===== config.mk =====
export PLATFORM = sky130hd
export DESIGN_NAME = btree_node_insert_split_engine
export DESIGN_NICKNAME = d
export VERILOG_FILES = /design/src/hdl/btn_pkg.sv /design/src/hdl/btn_cmp.sv /design/src/hdl/btn_seq.sv /design/src/hdl/btn_node.sv /design/src/hdl/btree_node_insert_split_engine.sv
export SDC_FILE = /design/constraint.sdc
export NUM_CORES = 2
export LEC_CHECK = 0
export BUFFER_PORTS_ARGS = -buffer_cell sky130_fd_sc_hd__buf_2
export CAP_MARGIN = 20
export CELL_PAD_IN_SITES_DETAIL_PLACEMENT = 1
export CELL_PAD_IN_SITES_GLOBAL_PLACEMENT = 1
export CORE_MARGIN = 4
export CORE_UTILIZATION = 45
export DETAILED_ROUTE_END_ITERATION = 8
export PLACE_DENSITY = 0.86
export REMOVE_ABC_BUFFERS = 1
export SYNTH_ARGS = -nofsm -noshare
export SYNTH_HDL_FRONTEND = slang
export SYNTH_HIERARCHICAL = 1
export SYNTH_SLANG_ARGS = --single-unit

===== constraint.sdc =====
create_clock -name i_clk -period 28.8 [get_ports i_clk]
set_clock_uncertainty 0.2 [all_clocks]
set_input_delay 5.76 -clock i_clk [delete_from_list [all_inputs] [get_ports i_clk]]
set_output_delay 5.76 -clock i_clk [all_outputs]
set_load 0.02 [all_outputs]

===== src/hdl/btn_pkg.sv =====
// Shared types and constants for the order-4 B-tree node engine.
// Used by every module of the block but the checker; depends on nothing.
package btn_pkg;

    localparam int ORDER    = 4;
    localparam int MAX_KEYS = ORDER - 1;
    localparam int KEY_W    = 32;
    localparam int SLOT_W   = 2;

    // Empty key, record or link.
    localparam logic signed [KEY_W-1:0] NONE       = '1;
    localparam logic signed [2:0]       NONE_SLOT  = '1;

    typedef enum logic [2:0] {
        OP_CLEAR     = 3'd0,
        OP_INSERT    = 3'd1,
        OP_REMOVE    = 3'd2,
        OP_SEARCH    = 3'd3,
        OP_ROUTE     = 3'd4,
        OP_SET_CHILD = 3'd5
    } t_op;

    typedef enum logic [1:0] {
        KIND_LEAF     = 2'd0,
        KIND_ROOT     = 2'd1,
        KIND_INTERNAL = 2'd2
    } t_kind;

    typedef enum logic [1:0] {
        ST_IDLE,
        ST_SCAN,
        ST_COMMIT
    } t_state;

    typedef struct packed {
        logic [2:0]              op;
        logic signed [KEY_W-1:0] key;
        logic signed [KEY_W-1:0] rec;
        logic signed [KEY_W-1:0] chd;
        logic [SLOT_W-1:0]       slot;
        logic [1:0]              ntype;
    } t_req;

    // Compare results per key slot, collected by the scan.
    typedef struct packed {
        logic [MAX_KEYS-1:0] eq;
        logic [MAX_KEYS-1:0] gt;
    } t_flags;

    typedef struct packed {
        logic              ready;
        logic              commit;
        logic [SLOT_W-1:0] scan_idx;
    } t_seq_ctl;

    typedef struct packed {
        logic                    status;
        logic signed [2:0]       found;
        logic signed [KEY_W-1:0] routed;
        logic                    split;
        logic signed [KEY_W-1:0] pk;
        logic signed [KEY_W-1:0] pr;
        logic signed [KEY_W-1:0] rk;
        logic signed [KEY_W-1:0] rr;
        logic signed [KEY_W-1:0] rc0;
        logic signed [KEY_W-1:0] rc1;
        logic [1:0]              count;
        logic [1:0]              kind;
    } t_res;

endpackage


===== src/hdl/btn_cmp.sv =====
// Shared signed key comparator of the node engine.
// Depends on btn_pkg for the key width.
module btn_cmp (
    input  logic signed [btn_pkg::KEY_W-1:0] i_a,
    input  logic signed [btn_pkg::KEY_W-1:0] i_b,
    output logic                             o_eq,
    output logic                             o_lt
);

    assign o_eq = (i_a == i_b);
    assign o_lt = (i_a < i_b);

endmodule


===== src/hdl/btn_seq.sv =====
// Sequencer: walks the key slots through the shared comparator, one slot
// a cycle, then holds for the commit. Depends on btn_pkg and btn_cmp.
module btn_seq (
    input  logic                             i_clk,
    input  logic                             i_rst_n,
    input  logic                             i_start,
    input  logic                             i_out_free,
    input  logic signed [btn_pkg::KEY_W-1:0] i_probe,
    input  logic signed [btn_pkg::KEY_W-1:0] i_slot_key,
    output btn_pkg::t_seq_ctl                o_ctl,
    output btn_pkg::t_flags                  o_flags
);

    btn_pkg::t_state            r_state, n_state;
    logic [btn_pkg::SLOT_W-1:0] r_idx, n_idx;
    logic [btn_pkg::MAX_KEYS-1:0] r_eq, r_gt;
    logic                       w_eq, w_lt;

    btn_cmp u_cmp (
        .i_a  (i_probe),
        .i_b  (i_slot_key),
        .o_eq (w_eq),
        .o_lt (w_lt)
    );

    always_ff @(posedge i_clk) begin
        if (!i_rst_n) begin
            r_state <= btn_pkg::ST_IDLE;
            r_idx   <= '0;
        end else begin
            r_state <= n_state;
            r_idx   <= n_idx;
        end
    end

    // A slot key greater than the probe is the same as probe < key.
    always_ff @(posedge i_clk) begin
        if (r_state == btn_pkg::ST_SCAN) begin
            r_eq[r_idx] <= w_eq;
            r_gt[r_idx] <= w_lt;
        end
    end

    always_comb begin
        n_state = r_state;
        n_idx   = r_idx;
        case (r_state)
            btn_pkg::ST_IDLE: begin
                if (i_start) begin
                    n_state = btn_pkg::ST_SCAN;
                    n_idx   = '0;
                end
            end
            btn_pkg::ST_SCAN: begin
                if (r_idx == btn_pkg::SLOT_W'(btn_pkg::MAX_KEYS - 1)) begin
                    n_state = btn_pkg::ST_COMMIT;
                end else begin
                    n_idx = r_idx + 1'b1;
                end
            end
            btn_pkg::ST_COMMIT: begin
                if (i_out_free) begin
                    n_state = btn_pkg::ST_IDLE;
                end
            end
            default: begin
                n_state = btn_pkg::ST_IDLE;
            end
        endcase
    end

    assign o_ctl.ready    = (r_state == btn_pkg::ST_IDLE);
    assign o_ctl.commit   = (r_state == btn_pkg::ST_COMMIT) && i_out_free;
    assign o_ctl.scan_idx = r_idx;
    assign o_flags.eq     = r_eq;
    assign o_flags.gt     = r_gt;

endmodule


===== src/hdl/btn_node.sv =====
// Node storage and the update applied at commit: keys, records, links,
// key count and node type. Depends on btn_pkg.
module btn_node (
    input  logic                             i_clk,
    input  logic                             i_rst_n,
    input  logic                             i_commit,
    input  btn_pkg::t_req                    i_req,
    input  btn_pkg::t_flags                  i_flags,
    input  logic [btn_pkg::SLOT_W-1:0]       i_scan_idx,
    output logic signed [btn_pkg::KEY_W-1:0] o_slot_key,
    output btn_pkg::t_res                    o_res
);

    localparam int NK = btn_pkg::MAX_KEYS;
    localparam int NC = btn_pkg::ORDER;

    logic signed [btn_pkg::KEY_W-1:0] r_keys  [NK];
    logic signed [btn_pkg::KEY_W-1:0] r_recs  [NK];
    logic signed [btn_pkg::KEY_W-1:0] r_links [NC];
    logic [1:0]                       r_count;
    btn_pkg::t_kind                   r_kind;

    logic signed [btn_pkg::KEY_W-1:0] n_keys  [NK];
    logic signed [btn_pkg::KEY_W-1:0] n_recs  [NK];
    logic signed [btn_pkg::KEY_W-1:0] n_links [NC];
    logic [1:0]                       n_count;
    btn_pkg::t_kind                   n_kind;

    // Extended copies so that shifted reads stay in range.
    logic signed [btn_pkg::KEY_W-1:0] kx [NK+1];
    logic signed [btn_pkg::KEY_W-1:0] rx [NK+1];
    logic signed [btn_pkg::KEY_W-1:0] cx [NC+1];
    logic signed [btn_pkg::KEY_W-1:0] sk [NK+1];
    logic signed [btn_pkg::KEY_W-1:0] sr [NK+1];
    logic signed [btn_pkg::KEY_W-1:0] sc [NC+1];
    logic signed [btn_pkg::KEY_W-1:0] tk [NK+1];
    logic signed [btn_pkg::KEY_W-1:0] tr [NK+1];
    logic signed [btn_pkg::KEY_W-1:0] tc [NC+1];

    logic [NK-1:0] vm, eqm, gtm;
    logic [1:0]    pos;
    logic [1:0]    ridx;
    btn_pkg::t_res res;

    assign o_slot_key = r_keys[i_scan_idx];

    always_ff @(posedge i_clk) begin
        if (!i_rst_n) begin
            for (int i = 0; i < NK; i++) begin
                r_keys[i] <= btn_pkg::NONE;
                r_recs[i] <= btn_pkg::NONE;
            end
            for (int i = 0; i < NC; i++) begin
                r_links[i] <= btn_pkg::NONE;
            end
            r_count <= '0;
            r_kind  <= btn_pkg::KIND_LEAF;
        end else if (i_commit) begin
            r_keys  <= n_keys;
            r_recs  <= n_recs;
            r_links <= n_links;
            r_count <= n_count;
            r_kind  <= n_kind;
        end
    end

    always_comb begin
        for (int i = 0; i < NK; i++) begin
            vm[i] = (i < int'(r_count));
        end
        eqm = i_flags.eq & vm;
        gtm = i_flags.gt & vm;

        // Insert position: just above the highest held key not above the probe.
        pos = '0;
        for (int i = 0; i < NK; i++) begin
            if (vm[i] && !gtm[i]) begin
                pos = 2'(i + 1);
            end
        end
        // Route: first held key above the probe, else past the last key.
        ridx = r_count;
        for (int i = NK - 1; i >= 0; i--) begin
            if (gtm[i]) begin
                ridx = 2'(i);
            end
        end

        for (int i = 0; i < NK; i++) begin
            kx[i] = r_keys[i];
            rx[i] = r_recs[i];
        end
        kx[NK] = btn_pkg::NONE;
        rx[NK] = btn_pkg::NONE;
        for (int i = 0; i < NC; i++) begin
            cx[i] = r_links[i];
        end
        cx[NC] = btn_pkg::NONE;

        sk[0] = btn_pkg::NONE;
        sr[0] = btn_pkg::NONE;
        for (int i = 1; i <= NK; i++) begin
            sk[i] = kx[i-1];
            sr[i] = rx[i-1];
        end
        sc[0] = btn_pkg::NONE;
        for (int i = 1; i <= NC; i++) begin
            sc[i] = cx[i-1];
        end

        for (int j = 0; j <= NK; j++) begin
            if (j < int'(pos)) begin
                tk[j] = kx[j];
                tr[j] = rx[j];
            end else if (j == int'(pos)) begin
                tk[j] = i_req.key;
                tr[j] = i_req.rec;
            end else begin
                tk[j] = sk[j];
                tr[j] = sr[j];
            end
        end
        for (int j = 0; j <= NC; j++) begin
            if (j <= int'(pos)) begin
                tc[j] = cx[j];
            end else if (j == int'(pos) + 1) begin
                tc[j] = i_req.chd;
            end else begin
                tc[j] = sc[j];
            end
        end

        n_keys  = r_keys;
        n_recs  = r_recs;
        n_links = r_links;
        n_count = r_count;
        n_kind  = r_kind;

        res        = '0;
        res.found  = btn_pkg::NONE_SLOT;
        res.routed = btn_pkg::NONE;

        case (btn_pkg::t_op'(i_req.op))
            btn_pkg::OP_CLEAR: begin
                for (int i = 0; i < NK; i++) begin
                    n_keys[i] = btn_pkg::NONE;
                    n_recs[i] = btn_pkg::NONE;
                end
                for (int i = 0; i < NC; i++) begin
                    n_links[i] = btn_pkg::NONE;
                end
                n_count = '0;
                // Type code three is taken as a leaf.
                n_kind = (i_req.ntype == 2'd3) ? btn_pkg::KIND_LEAF
                                               : btn_pkg::t_kind'(i_req.ntype);
            end
            btn_pkg::OP_INSERT: begin
                if (int'(r_count) < NK) begin
                    if (|eqm) begin
                        res.status = 1'b1;
                    end else begin
                        for (int j = 0; j < NK; j++) begin
                            if (j <= int'(r_count)) begin
                                n_keys[j] = tk[j];
                                n_recs[j] = tr[j];
                            end
                        end
                        for (int j = 0; j < NC; j++) begin
                            if (j <= int'(r_count) + 1) begin
                                n_links[j] = tc[j];
                            end
                        end
                        n_count = r_count + 2'd1;
                    end
                end else begin
                    // Full node: split without a duplicate check.
                    if (r_kind == btn_pkg::KIND_ROOT) begin
                        n_kind = btn_pkg::KIND_INTERNAL;
                    end
                    n_keys[0]  = tk[0];
                    n_recs[0]  = tr[0];
                    n_keys[1]  = tk[1];
                    n_recs[1]  = tr[1];
                    n_keys[2]  = btn_pkg::NONE;
                    n_recs[2]  = btn_pkg::NONE;
                    n_links[0] = tc[0];
                    n_links[1] = tc[1];
                    n_links[2] = tc[2];
                    n_links[3] = btn_pkg::NONE;
                    n_count    = 2'd2;
                    res.split  = 1'b1;
                    res.pk     = tk[2];
                    res.pr     = tr[2];
                    res.rk     = tk[3];
                    res.rr     = tr[3];
                    res.rc0    = tc[3];
                    res.rc1    = tc[4];
                end
            end
            btn_pkg::OP_REMOVE: begin
                if (i_req.slot >= r_count) begin
                    res.status = 1'b1;
                end else begin
                    for (int j = 0; j < NK; j++) begin
                        if (j >= int'(i_req.slot) && j < int'(r_count) - 1) begin
                            n_keys[j] = kx[j+1];
                            n_recs[j] = rx[j+1];
                        end else if (j == int'(r_count) - 1) begin
                            n_keys[j] = btn_pkg::NONE;
                            n_recs[j] = btn_pkg::NONE;
                        end
                    end
                    for (int j = 0; j < NC; j++) begin
                        if (j >= int'(i_req.slot) + 1 && j < int'(r_count)) begin
                            n_links[j] = cx[j+1];
                        end else if (j == int'(r_count)) begin
                            n_links[j] = btn_pkg::NONE;
                        end
                    end
                    n_count = r_count - 2'd1;
                end
            end
            btn_pkg::OP_SEARCH: begin
                for (int i = NK - 1; i >= 0; i--) begin
                    if (eqm[i]) begin
                        res.found = 3'(i);
                    end
                end
            end
            btn_pkg::OP_ROUTE: begin
                res.routed = r_links[ridx];
            end
            btn_pkg::OP_SET_CHILD: begin
                n_links[0] = i_req.chd;
            end
            default: begin
                res.status = 1'b1;
            end
        endcase

        res.count = n_count;
        res.kind  = n_kind;
    end

    assign o_res = res;

endmodule


===== src/hdl/btree_node_insert_split_engine.sv =====
// Order-4 B-tree node engine. A request is taken at the first edge it is offered
// while idle; its response is registered after three slot compares on the single
// comparator and the commit state, and the next request is taken only after the
// engine has passed back through the idle state. A response still waiting on the
// output holds the commit back and delays both the response and the next request.
// Synchronous active-low reset empties the node (all -1, count 0, leaf).
module btree_node_insert_split_engine (
    input  logic         i_clk,
    input  logic         i_rst_n,
    input  logic         i_s_tvalid,
    output logic         o_s_tready,
    // tdata: key[31:0], record_ptr[63:32], child_ptr[95:64],
    // slot_index[97:96], new_type[99:98], zero pad [103:100]
    input  logic [103:0] i_s_tdata,
    // tuser: operation[2:0]
    input  logic [2:0]   i_s_tuser,
    output logic         o_m_tvalid,
    input  logic         i_m_tready,
    // tdata: status[0], found_slot[3:1], routed_child[35:4], did_split[36],
    // promoted_key[68:37], promoted_record[100:69], right_key[132:101],
    // right_record[164:133], right_first_child[196:165],
    // right_second_child[228:197], count_now[230:229], type_now[232:231],
    // zero pad [239:233]
    output logic [239:0] o_m_tdata
);

    btn_pkg::t_req                    r_req;
    btn_pkg::t_res                    r_res;
    btn_pkg::t_res                    w_res;
    btn_pkg::t_seq_ctl                w_ctl;
    btn_pkg::t_flags                  w_flags;
    logic signed [btn_pkg::KEY_W-1:0] w_slot_key;
    logic                             r_out_valid;
    logic                             w_accept;
    logic                             w_out_free;

    assign w_accept   = i_s_tvalid && w_ctl.ready;
    assign w_out_free = !r_out_valid || i_m_tready;

    always_ff @(posedge i_clk) begin
        if (w_accept) begin
            r_req.op    <= i_s_tuser;
            r_req.key   <= i_s_tdata[31:0];
            r_req.rec   <= i_s_tdata[63:32];
            r_req.chd   <= i_s_tdata[95:64];
            r_req.slot  <= i_s_tdata[97:96];
            r_req.ntype <= i_s_tdata[99:98];
        end
    end

    btn_seq u_seq (
        .i_clk      (i_clk),
        .i_rst_n    (i_rst_n),
        .i_start    (w_accept),
        .i_out_free (w_out_free),
        .i_probe    (r_req.key),
        .i_slot_key (w_slot_key),
        .o_ctl      (w_ctl),
        .o_flags    (w_flags)
    );

    btn_node u_node (
        .i_clk      (i_clk),
        .i_rst_n    (i_rst_n),
        .i_commit   (w_ctl.commit),
        .i_req      (r_req),
        .i_flags    (w_flags),
        .i_scan_idx (w_ctl.scan_idx),
        .o_slot_key (w_slot_key),
        .o_res      (w_res)
    );

    // The response register lets a new request start while one waits.
    always_ff @(posedge i_clk) begin
        if (!i_rst_n) begin
            r_out_valid <= 1'b0;
        end else if (w_ctl.commit) begin
            r_out_valid <= 1'b1;
        end else if (i_m_tready) begin
            r_out_valid <= 1'b0;
        end
    end

    always_ff @(posedge i_clk) begin
        if (w_ctl.commit) begin
            r_res <= w_res;
        end
    end

    assign o_s_tready = w_ctl.ready;
    assign o_m_tvalid = r_out_valid;
    assign o_m_tdata  = {7'b0, r_res.kind, r_res.count, r_res.rc1, r_res.rc0,
                         r_res.rr, r_res.rk, r_res.pr, r_res.pk, r_res.split,
                         r_res.routed, r_res.found, r_res.status};

endmodule


-- After elaboration in Yosys (flattened, before gate mapping)
Index checks and enable logic that the tools add are counted.
- flip-flop bits (word level): 671
- output and inout bits: 242
- word-level logic and storage cells: 253
- $add $sub $neg: 7
- order comparisons: 30
- equality and inequality tests: 41
- multiplexer cells: 97
- bitwise logic cells: 5
- reduce and logical (&&, ||, !) cells: 38
- operators by type and width (operator ; number):
    two-way mux 32 bit ; 47
    one-hot mux 96 bit (3 select lines) ; 3
    two-way mux 96 bit ; 8
    two-way mux 193 bit ; 1
    binary-select mux 32 bit (select 2 bit) ; 2
    two-way mux 128 bit ; 1
    one-hot mux 32 bit (4 select lines) ; 1
    equality test 3 x 32 -> 1 bit (first input constant) ; 3
    equality test 2 x 32 -> 1 bit (first input constant) ; 2
    less-or-equal comparator 3 x 32 -> 1 bit (first input constant) ; 2
    equality test 32 bit ; 1
    equality test 4 x 32 -> 1 bit (first input constant) ; 1
    greater-or-equal comparator 1 x 32 -> 1 bit (first input constant) ; 1
    greater-or-equal comparator 2 x 32 -> 1 bit (first input constant) ; 1
    greater-or-equal comparator 3 x 32 -> 1 bit (first input constant) ; 1
    less-or-equal comparator 2 x 32 -> 1 bit (first input constant) ; 1
    zero test 32 bit ; 1
    < comparator 1 x 32 -> 1 bit (first input constant) ; 1
    < comparator 2 x 32 -> 1 bit (first input constant) ; 1
    < comparator 3 x 32 -> 1 bit (first input constant) ; 1
    < comparator 32 bit ; 1
    two-way mux 2 bit ; 16
    AND reduction 6 bit ; 5
    != test 3 x 1 -> 1 bit (second input constant) ; 6
    other kinds (47) ; 110

-- Longest topological paths before layout
- depth after elaboration: 15
- gate-level depth with buffers: 13
- mapped depth without buffers: 10

-- Modules after synthesis
The synthesis kept the hierarchy.
- modules (own cells, without submodules) (module ; times used ; cells an instance ; area an instance (µm²) ; sequential area each (µm²)):
    btn_node ; 1 ; 2690 ; 21109.0 ; 6486.2
    btree_node_insert_split_engine ; 1 ; 349 ; 10201.0 ; 10109.7
    btn_cmp ; 1 ; 113 ; 820.8 ; 0.0
    btn_seq ; 1 ; 38 ; 454.2 ; 260.2

-- Worst setup path after synthesis
OpenSTA, ideal clock, no wires.
- path type: input to register
- from: input port i_m_tready
- to: register u_node.r_keys (netlist bit u_node/kx[32])
- library setup time: 130 ps
- arrival: 13165 ps
- data required time: 28470 ps
- slack: 15305 ps
- stages: 9
- path buffers: 4
- path through: nand2b_4 > and3b_1 > clkbuf_2 > o221ai_2 > buf_6 > buf_6 > nor3_4 > buf_6 > a2bb2oi_1
- RTL lines (what ; RTL line ; text):
    start, declared ; btree_node_insert_split_engine.sv:18 ; input logic i_m_tready,
    end signal, assigned by index ; btn_node.sv:50 ; r_keys[i] <= btn_pkg::NONE;
    end signal, assigned ; btn_node.sv:59 ; r_keys <= n_keys;
    end, declared ; btn_node.sv:17 ; logic signed [btn_pkg::KEY_W-1:0] r_keys [NK];

==> flow_metrics.env <==
export IMPL_met2_usage_pct=50.06
export IMPL_rsz0062_at_grt="false"
export IMPL_fmax_mhz=106.3
export IMPL_synth_top_area_cell="edfxtp_1"
export IMPL_regArea_um2=16860
export IMPL_worstSetupEndpointType="register"
export IMPL_htreeDepth=3
export IMPL_dpl_hpwl_um=63440
export IMPL_ys_types=74
export IMPL_multi_input_area_um2=14360
export IMPL_synth_area_top_cells="edfxtp_1 (32%), dfxtp_1 (20%), mux2_2 (7.7%), o21ai_0 (6.5%), nand2_1 (3.2%)"
export IMPL_detail_route_wl_per_cell_um=26.28
export IMPL_via_per_inst=6.305
export IMPL_period_share_pct=32.65
export IMPL_syn_inst=3190
export IMPL_drv_slew=0
export IMPL_synth_main_ff_cell="edfxtp_1"
export IMPL_syn_to_final_growth_pct=13.73
export IMPL_design_core_area_um2=71610
export IMPL_hold_violations=0
export IMPL_use_met1_pct=35.55
export IMPL_status="complete, no violations"
export IMPL_initial_utilization_pct=45.50
export IMPL_setup_viol=0
export IMPL_drc=0
export IMPL_cts_repair_resized=0
export IMPL_synth_most_common_cell="o21ai_0"
export IMPL_numCtsBuffers=76
export IMPL_vias=27570
export IMPL_yosys_warnings=6
export IMPL_grt_max_degree=197
export IMPL_clkTransAtPathRegs_ns=0.06
export IMPL_peakVddDrop_v=0.00004110
export IMPL_arrival_ns=9.65
export IMPL_ant_nets=0
export IMPL_crit_required_ns=29.04
export IMPL_drt_pass1_iterations=5
export IMPL_syn_area_um2=32590
export IMPL_whs_ns=0.3172
export IMPL_cts_buffer_depth=3
export IMPL_cts_root_buf="clkbuf_16"
export IMPL_period_needed_ns=9.403
export IMPL_final_nets=3512
export IMPL_antenna_found_initial=7
export IMPL_n_fill_cell=7897
export IMPL_gp_congestion=0.7726
export IMPL_std_cell_rows=98
export IMPL_portBuffers=341
export IMPL_synth_edf_count=342
export IMPL_die_w_um=277.1
export IMPL_synthArstFlopShare_pct=0
export IMPL_power_density_nw_per_um2=55.50
export IMPL_drtIter0Drc=2481
export IMPL_top_usage_layer="met2"
export IMPL_seq_area_frac_synth_pct=51.73
export IMPL_grt_pass1_wl_um=174600
export IMPL_postCtsHoldBufs=0
export IMPL_syn_avg_cell_area_um2=10.21
export IMPL_clock_latency_ns=0.63
export IMPL_cts_sinks=671
export IMPL_worstMarginPinSlew_ns=1.206
export IMPL_leakagePower_nw=13.78
export IMPL_die_area_um2=76780
export IMPL_finalSetupTns_ns=0
export IMPL_yosysTopAreaCellShare_pct=31.52
export IMPL_cap_violations=0
export IMPL_slew_headroom_pct=19.57
export IMPL_grt_remaining_overflow=0
export IMPL_hold_class="reg2reg"
export IMPL_start_kind="input pin"
export IMPL_synth_seq_cells=671
export IMPL_postCtsSetupBuffers=0
export IMPL_p_total_mw=2.057
export IMPL_drt_wl_total_um=114900
export IMPL_layout_drive_gt1_share_pct=22.51
export IMPL_met3_usage_pct=5.640
export IMPL_cts_tree="done"
export IMPL_grtUsageTotal_pct=28.66
export IMPL_synth_commonest_cells="o21ai_0 (425), edfxtp_1 (342), dfxtp_1 (329)"
export IMPL_grt_pass1_vias=29310
export IMPL_path_class="in2reg"
export IMPL_ioPinCount=353
export IMPL_die_h_um=277.1
export IMPL_crit_fanout=57
## routing by layer
layer,vias up,routed length (um)
li1,12070,-
met1,13960,46210
met2,1252,56710
met3,274,8392
met4,12,3553
met5,-,67
## cells in the final DEF, fill, tap and decap left out, drive strengths merged, types with 3 or more instances in the layout
cell type	Yosys	layout
and3b	3	3
conb	1	7
nand2	281	281
a2bb2oi	96	96
o21ai	432	432
a211oi	98	98
nor3	38	38
buf	106	386
nand2b	105	105
nand3b	3	3
a31oi	3	3
and2	3	3
mux2i	97	97
a21boi	3	3
nor3b	6	6
nor2	144	144
mux2	224	224
a21oi	115	115
ha	43	43
or2	4	4
o211ai	130	130
nand4	7	7
inv	44	48
clkbuf	197	111
o22ai	131	131
clkinv	0	25
nand3	72	72
nor2b	102	102
dfxtp	329	329
edfxtp	342	342
## critical path, cell delays in order
cell and delay (ns):
buf_2 0.10, nand2b_4 0.15, and3b_4 0.20, o221ai_4 0.05, buf_4 0.75, buf_4 0.67, or2_4 0.82, buf_4 0.75
o211ai_1 0.23
## kinds of logic after synthesis
| group | Yosys count | share of synthesized area (%) |
|---|---|---|
| compound gates | 1029 | 19.64 |
| xor+xnor | 2 | 0.05377 |
| flops | 671 | 51.73 |
| fa+ha+maj | 43 | 1.651 |
| simple gates | 776 | 11.48 |
| other cells | 1 | 0.01151 |
| mux | 321 | 10.72 |
| buf+inv | 347 | 4.704 |
## worst paths after layout
path | start | endpoint | slack [ns] | cells past startpoint
max | i_m_tready | u_node/kx[70] | 19.40 | 9
min | u_node/r_recs[61] | u_node/r_recs[61] | 0.32 | 2
max reg2reg | r_req[101] | u_node/kx[70] | 22.98 | 9
min reg2reg | u_node/r_recs[61] | u_node/r_recs[61] | 0.32 | 2
## final cells by class
cell class | count | area share, %
Sequential cell | 671 | 45.49
Multi-Input combinational cell | 2178 | 38.75
Clock buffer | 110 | 5.777
Timing Repair Buffer | 387 | 5.695
Tap cell | 950 | 3.207
Clock inverter | 31 | 0.6178
Inverter | 44 | 0.4524
Antenna cell | 2 | 0.01350
## per-stage QoR
| stage | utilization, % | setup WS (ns) | instances | cell area [um2] |
|---|---|---|---|---|
| after CTS | 51.72 | 19.62 | 4370 | 37040 |
| after detailed placement | 48.41 | 18.97 | 4229 | 34670 |
| final | 51.75 | 19.40 | 4373 | 37060 |
| after global routing | 51.75 | 19.42 | 4371 | 37060 |
| after global placement | 48.38 | 19.13 | 4228 | 34650 |
| after floorplan | - | 6.916 | 2893 | 31240 |
## power by group
group | total, mW | internal, mW | switching [mW]
sequential | 1.03 | 1.01 | 0.0161
clock | 0.935 | 0.522 | 0.412
combinational | 0.0944 | 0.0296 | 0.0648
## sequential cells by signal (all words and copies together) (netlist names)
register and count:
u_seq/r_state 2, u_seq/r_eq 3, u_node/r_recs 96, u_node/r_kind 2, u_node/kx 96, o_m_tdata 233
u_node/r_count 2, r_req 103, o_m_tvalid 1, u_seq/r_gt 3, u_node/cx 128, u_seq/r_idx 2
Power figures use the tool's default switching activity.
